==> src/iost_pkg.sv <==
// ----------------------------------------------------------------------------
// iost_pkg
// Shared types and codes for the insertion-ordered set table.
// ----------------------------------------------------------------------------
package iost_pkg;

   localparam int OP_W      = 3;
   localparam int VALUE_W   = 32;
   localparam int POS_W     = 6;
   localparam int STATUS_W  = 2;
   localparam int COUNT_W   = 7;
   localparam int REQ_TDATA_W = 40;
   localparam int RSP_TDATA_W = 40;

   typedef logic [OP_W-1:0]        op_type;
   typedef logic signed [VALUE_W-1:0] value_type;
   typedef logic [POS_W-1:0]       pos_type;
   typedef logic [STATUS_W-1:0]    status_type;
   typedef logic [COUNT_W-1:0]     count_type;

   localparam op_type OP_ADD      = 3'd0;
   localparam op_type OP_REMOVE   = 3'd1;
   localparam op_type OP_CONTAINS = 3'd2;
   localparam op_type OP_CLEAR    = 3'd3;
   localparam op_type OP_READ     = 3'd4;

   localparam status_type ST_DONE     = 2'd0;
   localparam status_type ST_NOEFFECT = 2'd1;
   localparam status_type ST_FULL     = 2'd2;
   localparam status_type ST_RANGE    = 2'd3;

   typedef struct packed {
      logic       load;
      logic       scan;
      logic       rd_pos;
      logic       shift_wr;
      logic       append;
      logic       dec;
      logic       clr;
      logic       finish;
      logic       take_data;
      status_type res_status;
      logic       res_member;
   } cmd_type;

   typedef struct packed {
      op_type op;
      logic   empty;
      logic   full;
      logic   pos_ok;
      logic   hit;
      logic   last;
   } sts_type;

endpackage

==> src/iost_ram.sv <==
// ----------------------------------------------------------------------------
// iost_ram
// Generic single-write, single-read RAM with registered read data.
// ----------------------------------------------------------------------------
module iost_ram #(
   parameter int WIDTH = 32,
   parameter int DEPTH = 64
) (
   input  logic                                         clock,
   input  logic                                         wr_en,
   input  logic [((DEPTH > 1) ? $clog2(DEPTH) : 1)-1:0] wr_addr,
   input  logic [WIDTH-1:0]                             wr_data,
   input  logic                                         rd_en,
   input  logic [((DEPTH > 1) ? $clog2(DEPTH) : 1)-1:0] rd_addr,
   output logic [WIDTH-1:0]                             rd_data
);

   logic [WIDTH-1:0] mem_ff [DEPTH];
   logic [WIDTH-1:0] rd_data_ff;

   always_ff @(posedge clock) begin
      if (wr_en) begin
         mem_ff[wr_addr] <= wr_data;
      end
      if (rd_en) begin
         rd_data_ff <= mem_ff[rd_addr];
      end
   end

   assign rd_data = rd_data_ff;

endmodule

==> src/iost_dp.sv <==
// ----------------------------------------------------------------------------
// iost_dp
// Datapath: request registers, member count, entry store, scan pointers and
// the result register.
// ----------------------------------------------------------------------------
module iost_dp
   import iost_pkg::*;
#(
   parameter int CAPACITY = 64
) (
   input  logic                   clock,
   input  logic                   reset,
   input  logic [REQ_TDATA_W-1:0] req_tdata,
   input  logic [OP_W-1:0]        req_tuser,
   input  cmd_type                cmd,
   output sts_type                sts,
   output logic [RSP_TDATA_W-1:0] rsp_tdata,
   output logic [STATUS_W-1:0]    rsp_tuser
);

   localparam int AW   = (CAPACITY > 1) ? $clog2(CAPACITY) : 1;
   localparam int CW   = $clog2(CAPACITY + 1);
   localparam int CMPW = (CW > POS_W) ? CW : POS_W;

   op_type       op_ff, op_in;
   value_type    value_ff, value_in;
   pos_type      pos_ff, pos_in;
   logic [CW-1:0] count_ff, count_in;
   logic [CW-1:0] scan_idx_ff, scan_idx_in;
   logic [CW-1:0] pend_idx_ff, pend_idx_in;
   logic          pend_valid_ff, pend_valid_in;
   status_type    res_status_ff, res_status_in;
   logic          res_member_ff, res_member_in;
   value_type     res_value_ff, res_value_in;
   count_type     res_count_ff, res_count_in;

   logic          scan_issue;
   logic          wr_en;
   logic [AW-1:0] wr_addr;
   value_type     wr_data;
   logic          rd_en;
   logic [AW-1:0] rd_addr;
   value_type     rd_data;
   logic [CW-1:0] count_m1;

   assign count_m1   = count_ff - 1'b1;
   assign scan_issue = cmd.scan && (scan_idx_ff < count_ff);

   always_comb begin
      op_in         = cmd.load ? req_tuser : op_ff;
      value_in      = cmd.load ? value_type'(req_tdata[VALUE_W-1:0]) : value_ff;
      pos_in        = cmd.load ? req_tdata[VALUE_W+POS_W-1:VALUE_W] : pos_ff;
      scan_idx_in   = scan_idx_ff;
      pend_idx_in   = pend_idx_ff;
      pend_valid_in = scan_issue;
      if (cmd.load) begin
         scan_idx_in = '0;
      end else if (scan_issue) begin
         scan_idx_in = scan_idx_ff + 1'b1;
         pend_idx_in = scan_idx_ff;
      end
      count_in = count_ff;
      if (cmd.clr) begin
         count_in = '0;
      end else if (cmd.append) begin
         count_in = count_ff + 1'b1;
      end else if (cmd.dec) begin
         count_in = count_m1;
      end
   end

   // store ports: appends and shift writes never share a cycle
   always_comb begin
      wr_en   = cmd.append || (cmd.shift_wr && pend_valid_ff);
      wr_addr = cmd.append ? AW'(count_ff) : AW'(pend_idx_ff - 1'b1);
      wr_data = cmd.append ? value_ff : rd_data;
      rd_en   = scan_issue || cmd.rd_pos;
      rd_addr = cmd.rd_pos ? AW'(pos_ff) : AW'(scan_idx_ff);
   end

   iost_ram #(
      .WIDTH (VALUE_W),
      .DEPTH (CAPACITY)
   ) u_store (
      .clock   (clock),
      .wr_en   (wr_en),
      .wr_addr (wr_addr),
      .wr_data (wr_data),
      .rd_en   (rd_en),
      .rd_addr (rd_addr),
      .rd_data (rd_data)
   );

   always_comb begin
      sts.op     = op_ff;
      sts.empty  = (count_ff == '0);
      sts.full   = (count_ff == CW'(CAPACITY));
      sts.pos_ok = (CMPW'(pos_ff) < CMPW'(count_ff));
      sts.hit    = pend_valid_ff && (rd_data == value_ff);
      sts.last   = pend_valid_ff && (pend_idx_ff == count_m1);
   end

   always_comb begin
      res_status_in = res_status_ff;
      res_member_in = res_member_ff;
      res_value_in  = res_value_ff;
      res_count_in  = res_count_ff;
      if (cmd.finish) begin
         res_status_in = cmd.res_status;
         res_member_in = cmd.res_member;
         res_value_in  = cmd.take_data ? rd_data : '0;
         res_count_in  = COUNT_W'(count_ff);
      end
   end

   always_ff @(posedge clock) begin
      if (reset) begin
         count_ff      <= '0;
         pend_valid_ff <= 1'b0;
      end else begin
         count_ff      <= count_in;
         pend_valid_ff <= pend_valid_in;
      end
      op_ff         <= op_in;
      value_ff      <= value_in;
      pos_ff        <= pos_in;
      scan_idx_ff   <= scan_idx_in;
      pend_idx_ff   <= pend_idx_in;
      res_status_ff <= res_status_in;
      res_member_ff <= res_member_in;
      res_value_ff  <= res_value_in;
      res_count_ff  <= res_count_in;
   end

   assign rsp_tdata = {res_count_ff, res_value_ff, res_member_ff};
   assign rsp_tuser = res_status_ff;

endmodule

==> src/iost_ctrl.sv <==
// ----------------------------------------------------------------------------
// iost_ctrl
// Controller: sequences decode, scan, shift and result hand-off.
// ----------------------------------------------------------------------------
module iost_ctrl
   import iost_pkg::*;
(
   input  logic    clock,
   input  logic    reset,
   input  logic    req_tvalid,
   output logic    req_tready,
   output logic    rsp_tvalid,
   input  logic    rsp_tready,
   input  sts_type sts,
   output cmd_type cmd
);

   localparam logic [2:0] S_IDLE   = 3'd0;
   localparam logic [2:0] S_DECODE = 3'd1;
   localparam logic [2:0] S_SCAN   = 3'd2;
   localparam logic [2:0] S_SHIFT  = 3'd3;
   localparam logic [2:0] S_DONE   = 3'd4;

   logic [2:0] state_ff, state_in;
   status_type st_ff, st_in;
   logic       member_ff, member_in;
   logic       take_ff, take_in;
   logic       rsp_valid_ff, rsp_valid_in;

   status_type miss_st;
   logic       miss_append;

   // outcome when the value is not a member
   always_comb begin
      miss_st     = ST_NOEFFECT;
      miss_append = 1'b0;
      case (sts.op)
         OP_ADD: begin
            if (sts.full) begin
               miss_st = ST_FULL;
            end else begin
               miss_st     = ST_DONE;
               miss_append = 1'b1;
            end
         end
         OP_CONTAINS: begin
            miss_st = ST_DONE;
         end
         default: begin
            miss_st = ST_NOEFFECT;
         end
      endcase
   end

   always_comb begin
      state_in  = state_ff;
      st_in     = st_ff;
      member_in = member_ff;
      take_in   = take_ff;
      cmd       = '0;
      cmd.res_status = st_ff;
      cmd.res_member = member_ff;
      cmd.take_data  = take_ff;
      req_tready     = (state_ff == S_IDLE);
      case (state_ff)
         S_IDLE: begin
            if (req_tvalid) begin
               cmd.load = 1'b1;
               state_in = S_DECODE;
            end
         end
         S_DECODE: begin
            member_in = 1'b0;
            take_in   = 1'b0;
            state_in  = S_DONE;
            case (sts.op)
               OP_ADD, OP_REMOVE, OP_CONTAINS: begin
                  if (sts.empty) begin
                     st_in      = miss_st;
                     cmd.append = miss_append;
                  end else begin
                     cmd.scan = 1'b1;
                     state_in = S_SCAN;
                  end
               end
               OP_CLEAR: begin
                  cmd.clr = 1'b1;
                  st_in   = ST_DONE;
               end
               OP_READ: begin
                  if (sts.pos_ok) begin
                     cmd.rd_pos = 1'b1;
                     take_in    = 1'b1;
                     st_in      = ST_DONE;
                  end else begin
                     st_in = ST_RANGE;
                  end
               end
               default: begin
                  st_in = ST_NOEFFECT;
               end
            endcase
         end
         S_SCAN: begin
            cmd.scan = 1'b1;
            if (sts.hit) begin
               member_in = 1'b1;
               state_in  = S_DONE;
               case (sts.op)
                  OP_ADD: begin
                     st_in = ST_NOEFFECT;
                  end
                  OP_REMOVE: begin
                     st_in = ST_DONE;
                     if (sts.last) begin
                        cmd.dec = 1'b1;
                     end else begin
                        state_in = S_SHIFT;
                     end
                  end
                  default: begin
                     st_in = ST_DONE;
                  end
               endcase
            end else if (sts.last) begin
               st_in      = miss_st;
               cmd.append = miss_append;
               state_in   = S_DONE;
            end
         end
         S_SHIFT: begin
            cmd.scan     = 1'b1;
            cmd.shift_wr = 1'b1;
            if (sts.last) begin
               cmd.dec  = 1'b1;
               state_in = S_DONE;
            end
         end
         S_DONE: begin
            if (!rsp_valid_ff || rsp_tready) begin
               cmd.finish = 1'b1;
               state_in   = S_IDLE;
            end
         end
         default: begin
            state_in = S_IDLE;
         end
      endcase
   end

   always_comb begin
      rsp_valid_in = rsp_valid_ff;
      if (cmd.finish) begin
         rsp_valid_in = 1'b1;
      end else if (rsp_tready) begin
         rsp_valid_in = 1'b0;
      end
   end

   always_ff @(posedge clock) begin
      if (reset) begin
         state_ff     <= S_IDLE;
         rsp_valid_ff <= 1'b0;
      end else begin
         state_ff     <= state_in;
         rsp_valid_ff <= rsp_valid_in;
      end
      st_ff     <= st_in;
      member_ff <= member_in;
      take_ff   <= take_in;
   end

   assign rsp_tvalid = rsp_valid_ff;

endmodule

==> src/insertion_ordered_set_table.sv <==
// ----------------------------------------------------------------------------
// insertion_ordered_set_table
// Fixed-capacity set of distinct 32-bit integers kept packed in insertion
// order, with add, remove, contains, clear and read-entry operations.
//
//   channel   direction  tuser          tdata
//   req_*     in         operation      value, position
//   rsp_*     out        status         member, value_out, count
//
// Add, remove and contains scan the store one entry per cycle through its
// single read port, remove shifting later entries down during the same pass.
// Clear, read entry and other codes need no scan. One item is worked on at a
// time; the next is taken while the previous result waits in the output
// register. Reset clears the count, not the store, and needs no clearing pass.
// ----------------------------------------------------------------------------
module insertion_ordered_set_table
   import iost_pkg::*;
#(
   parameter int CAPACITY = 64
) (
   input  logic                   clock,
   input  logic                   reset,
   input  logic                   req_tvalid,
   output logic                   req_tready,
   input  logic [REQ_TDATA_W-1:0] req_tdata,  // value[31:0], position[37:32]
   input  logic [OP_W-1:0]        req_tuser,  // operation[2:0]
   output logic                   rsp_tvalid,
   input  logic                   rsp_tready,
   output logic [RSP_TDATA_W-1:0] rsp_tdata,  // member[0], value_out[32:1], count[39:33]
   output logic [STATUS_W-1:0]    rsp_tuser   // status[1:0]
);

   cmd_type cmd;
   sts_type sts;

   iost_ctrl u_ctrl (
      .clock      (clock),
      .reset      (reset),
      .req_tvalid (req_tvalid),
      .req_tready (req_tready),
      .rsp_tvalid (rsp_tvalid),
      .rsp_tready (rsp_tready),
      .sts        (sts),
      .cmd        (cmd)
   );

   iost_dp #(
      .CAPACITY (CAPACITY)
   ) u_dp (
      .clock     (clock),
      .reset     (reset),
      .req_tdata (req_tdata),
      .req_tuser (req_tuser),
      .cmd       (cmd),
      .sts       (sts),
      .rsp_tdata (rsp_tdata),
      .rsp_tuser (rsp_tuser)
   );

   a_busy_after_accept : assert property (@(posedge clock) disable iff (reset)
      (req_tvalid && req_tready) |=> !req_tready)
      else $error("request taken while an item is in progress");

   a_full_not_member : assert property (@(posedge clock) disable iff (reset)
      (rsp_tvalid && (rsp_tuser == ST_FULL)) |-> !rsp_tdata[0])
      else $error("full status reported for a member");

   a_data_only_done : assert property (@(posedge clock) disable iff (reset)
      (rsp_tvalid && (rsp_tdata[VALUE_W:1] != '0)) |-> (rsp_tuser == ST_DONE))
      else $error("entry data returned without done status");

   a_count_bound : assert property (@(posedge clock) disable iff (reset)
      rsp_tvalid |-> ((CAPACITY > 127) ||
         (rsp_tdata[RSP_TDATA_W-1:VALUE_W+1] <= COUNT_W'(CAPACITY))))
      else $error("count beyond capacity");

endmodule
==> config.mk <==
export PLATFORM = sky130hd
export DESIGN_NAME = insertion_ordered_set_table
export DESIGN_NICKNAME = d
export VERILOG_FILES = /design/src/iost_pkg.sv /design/src/iost_ram.sv /design/src/iost_dp.sv /design/src/iost_ctrl.sv /design/src/insertion_ordered_set_table.sv
export SDC_FILE = /design/constraint.sdc
export NUM_CORES = 2
export LEC_CHECK = 0
export ABC_CLOCK_PERIOD_IN_PS = 6000
export BUFFER_PORTS_ARGS = -buffer_cell sky130_fd_sc_hd__buf_2
export CAP_MARGIN = 15
export CELL_PAD_IN_SITES_DETAIL_PLACEMENT = 1
export CELL_PAD_IN_SITES_GLOBAL_PLACEMENT = 2
export CORE_ASPECT_RATIO = 0.7
export CORE_MARGIN = 1.5
export CORE_UTILIZATION = 43
export DETAILED_ROUTE_END_ITERATION = 6
export PLACE_DENSITY = 0.83
export SLEW_MARGIN = 20
export SYNTH_ARGS = -nofsm -noshare
export SYNTH_HDL_FRONTEND = slang
export SYNTH_SLANG_ARGS = --single-unit
==> constraint.sdc <==
create_clock -name clock -period 6 [get_ports clock]
set_input_delay 0.9 -clock clock [delete_from_list [all_inputs] [get_ports clock]]
set_output_delay 0.9 -clock clock [all_outputs]
set_load 0.01 [all_outputs]
==> impl_metrics.yaml <==
timing:
  finClkSkew_ns: 0.06596
  rsz0062_at_grt: "false"
  whs_ns: 0.2212
  fin_crit_ns: 5.874
  slew_headroom_pct: 17.66
  slew_violations: 0
  timing.fmax_mhz: 170.2
  final.period_utilization_pct: 97.91
  tightest_slew_ns: 1.235
  setup_viol: 0
  hold_viol: 0
  fin_setup_tns_ns: 0
place:
  placedCellCount: 8350
  port_buffers: 88
  dpl-instance-area_mm2: 0.09247
  gp_congestion: 0.8898
  post-dp-hpwl_um: 182700
yosys:
  netlist_area_mm2: 0.08629
  synth_edf_count: 2174
  synth_nets: 5662
  synth_top_family_by_area: "compound AO/OA/AOI/OAI gates"
  yosys.area_share.simple_pct: 7.165
  synthArstFlopShare_pct: 0
  synth_seq_cells: 2193
  ys_seq_area_share_pct: 76.10
  yosys.area_share.adder_pct: 0.2320
  yosysWarnings: 0
  postSynthAreaPerCell_um2: 15.41
  netlist_instances: 5599
  synth_compound_area_share_pct: 7.301
  synth.distinct_cells: 81
  synthMuxAreaShare_pct: 6.709
  synthFlopType: "edfxtp_1"
  synth-xor-area-share_pct: 0.5481
setup_path:
  cp_top_family: "compound AO/OA/AOI/OAI gates"
  critPathMaxFanout: 21
  cp_cell_sequence: "inv_1, ha_1, a211o_1, o211ai_1, o21a_4, a21oi_2, nor2_4, buf_12, buf_4, mux2i_1, a22oi_1, a2111oi_0, o2111ai_1, or3_1"
  cp_slowest_stage_delay_ns: 0.68
  worstPathArrival_ns: 6.44
  crit_path_top_delay_cell: "nor2_4"
  worstSetupEndpointType: "flip-flop"
  crit_required_ns: 6.57
  critPathBufInv: 3
  path_class: "flip-flop to flip-flop"
  critPathLaunchType: "flip-flop"
clock_network:
  htree_levels: 4
  post_cts_buffers: 0
  cts-root-buf: "clkbuf_16"
  clk_path_buf_depth: 4
  clk_latency_ns: 0.88
  ctsResizeCount: 0
  holdBufCountCts: 0
  cts_buffers: 203
  cts_tree: "yes"
  cts.sinks: 2193
  clkTransAtPathRegs_ns: 0.07
grt:
  gr-total-overflow: 0
  grt_pass1_wl_um: 420800
  track_usage_pct: 29.03
  grt_max_degree: 81
  antenna_found_initial: 24
  grt_pass1_vias: 55720
route:
  totalWireLength_um: 300100
  vias_per_cell: 6.370
  top_layer_used: "met5"
  wl_met2_um: 130000
  drc: 0
  dr_total_vias: 55520
  drtIter0Drc: 8269
  wl_met1_um: 121600
  post_drt_wl_per_cell_um: 34.43
  route.met3.wl_um: 36750
  dr.pass1.iters: 6
  ant_nets: 0
cells_and_area:
  multi_input_area_mm2: 0.01973
  final_nets: 5978
  drive_above_1_share_pct: 14.31
  n_fill_cell: 19140
  layoutNonFillerInstCount: 8716
  seqCellArea_mm2: 0.06566
  post-route-cell-area_mm2: 0.09878
  syn2layout_area_growth_pct: 14.48
run_status:
  status: "finished, final reports clean"
die:
  die_h_um: 377.8
  initial_core_util_pct: 43.28
  boundaryPins: 91
  die_w_um: 538.4
  num_rows: 137
  coreArea_mm2: 0.1994
  fp.dieArea_mm2: 0.2034
worst_hold_path:
  hp-class: "primary input to flip-flop"
power:
  p_seq_share_pct: 56.3
  power-per-cell-area_mw_per_mm2: 299.6
  combPwrFrac_pct: 0.9
  power.switching_uw: 5959
  swShare_pct: 20.14
  irDropWorstVdd_v: 0.0002760
  p_leak_uw: 0.03287
  pwr-share-clk_pct: 42.8
  p_int_uw: 23630
  total_power_uw: 29590
job:
  max_cap_viol_count: 0
[Yosys cell counts (42+ instances only)]
library cell  number  area [um2]
a21oi_1          463        2317
buf_2            149       745.7
buf_4             42       315.3
clkbuf_1          96       360.4
edfxtp_1        2174       65280
mux2i_1          539        5395
nand2_1          900        3378
nand3_1           56       280.3
nor2_1           118       442.9
nor3_1            50       250.2
nor4_1           105       656.9
o22ai_1          220        1376
[kinds of logic after synthesis]
kind of cell | Yosys count
AO/OA/AOI/OAI | 1012
multiplexers | 574
AND/OR/NAND/NOR | 1404
XOR/XNOR | 54
flip-flops | 2193
adder cells (fa/ha/maj) | 16
buffers and inverters | 346
[worst paths after layout]
kind	startpoint	endpoint	slack, ns	depth (start not counted)
hold reg to reg	u_ctrl.st_ff[0]	u_dp.rsp_tuser[0]	0.42	0
hold / removal	req_tdata[20]	u_dp.value_ff[20]	0.22	1
setup reg to reg	u_dp.count_ff[4]	u_dp.u_store.rd_data[12]	0.13	14
setup / recovery	u_dp.count_ff[4]	u_dp.u_store.rd_data[12]	0.13	14
[routing by layer]
layer / GRT usage, % / vias up
met1: 41.71 / 29020
li1: - / 22310
met2: 43.11 / 3587
met3: 6.818 / 590
met4: 10.32 / 12
met5: 0 / -
[metrics by stage]
step                utilization [%]  setup slack, ns
CTS                           49.51           0.2907
global route                  49.55          0.08996
finish                        49.55           0.1256
floorplan                         -            1.409
detailed placement            46.39           0.4660
global placement              46.36           0.4739
[sequential cells by signal (all words and copies together) (netlist names)]
name	cells
u_ctrl.member_ff	1
u_ctrl.rsp_tvalid	1
u_ctrl.st_ff	2
u_ctrl.state_ff	3
u_ctrl.take_ff	1
u_dp.count_ff	7
u_dp.op_ff	3
u_dp.pend_idx_ff	7
u_dp.pend_valid_ff	1
u_dp.pos_ff	6
u_dp.res_count_ff	7
u_dp.res_member_ff	1
u_dp.res_value_ff	32
u_dp.rsp_tuser	2
u_dp.scan_idx_ff	7
u_dp.u_store.mem_ff	2048
u_dp.u_store.rd_data	32
u_dp.value_ff	32
[power by group through the flow]
stage          combinational (uW)  sequential, uW  clock, uW
6_report                      267           16700      12700
5_1_grt                       279           16700      13300
4_1_cts                       262           16700      12700
3_5_place_dp                  260           17000          0
3_3_place_gp                  251           17000          0
2_1_floorplan                 135           17000          0
[cells in the final DEF, fill, tap and decap left out, types with 10 or more instances in the layout]
cell | netlist | final
a2111oi_0 | 14 | 13
a211oi_1 | 26 | 26
a21oi_1 | 463 | 453
a221oi_1 | 11 | 11
a22oi_1 | 33 | 32
a31oi_1 | 37 | 31
a32oi_1 | 17 | 17
and2_1 | 39 | 38
and3_1 | 22 | 21
buf_12 | 0 | 56
buf_2 | 149 | 88
buf_4 | 42 | 291
bufinv_16 | 0 | 14
clkbuf_1 | 96 | 56
clkbuf_16 | 0 | 206
clkinv_1 | 0 | 42
clkinv_2 | 0 | 30
dfxtp_1 | 19 | 19
edfxtp_1 | 2174 | 2174
ha_1 | 16 | 16
inv_1 | 18 | 18
mux2_2 | 35 | 31
mux2i_1 | 539 | 537
nand2_1 | 900 | 899
nand3_1 | 56 | 56
nand4_1 | 26 | 26
nor2_1 | 118 | 52
nor2_4 | 2 | 68
nor3_1 | 50 | 46
nor4_1 | 105 | 105
o211ai_1 | 10 | 10
o21ai_0 | 39 | 37
o221ai_1 | 36 | 36
o22ai_1 | 220 | 219
o311ai_0 | 15 | 13
o32ai_1 | 22 | 22
or3_1 | 23 | 23
or4_1 | 18 | 18
xnor2_1 | 41 | 41
xor2_1 | 13 | 13
[area by class of cell]
class / count / area share [%]
Multi-Input combinational cell: 3060 / 19.97
Clock inverter: 99 / 0.8664
Clock buffer: 263 / 5.445
Tap cell: 2641 / 3.345
Timing Repair Buffer: 437 / 3.815
Sequential cell: 2193 / 66.47
Inverter: 20 / 0.07600
Antenna cell: 3 / 0.007600
Power figures use the tool's default switching activity.
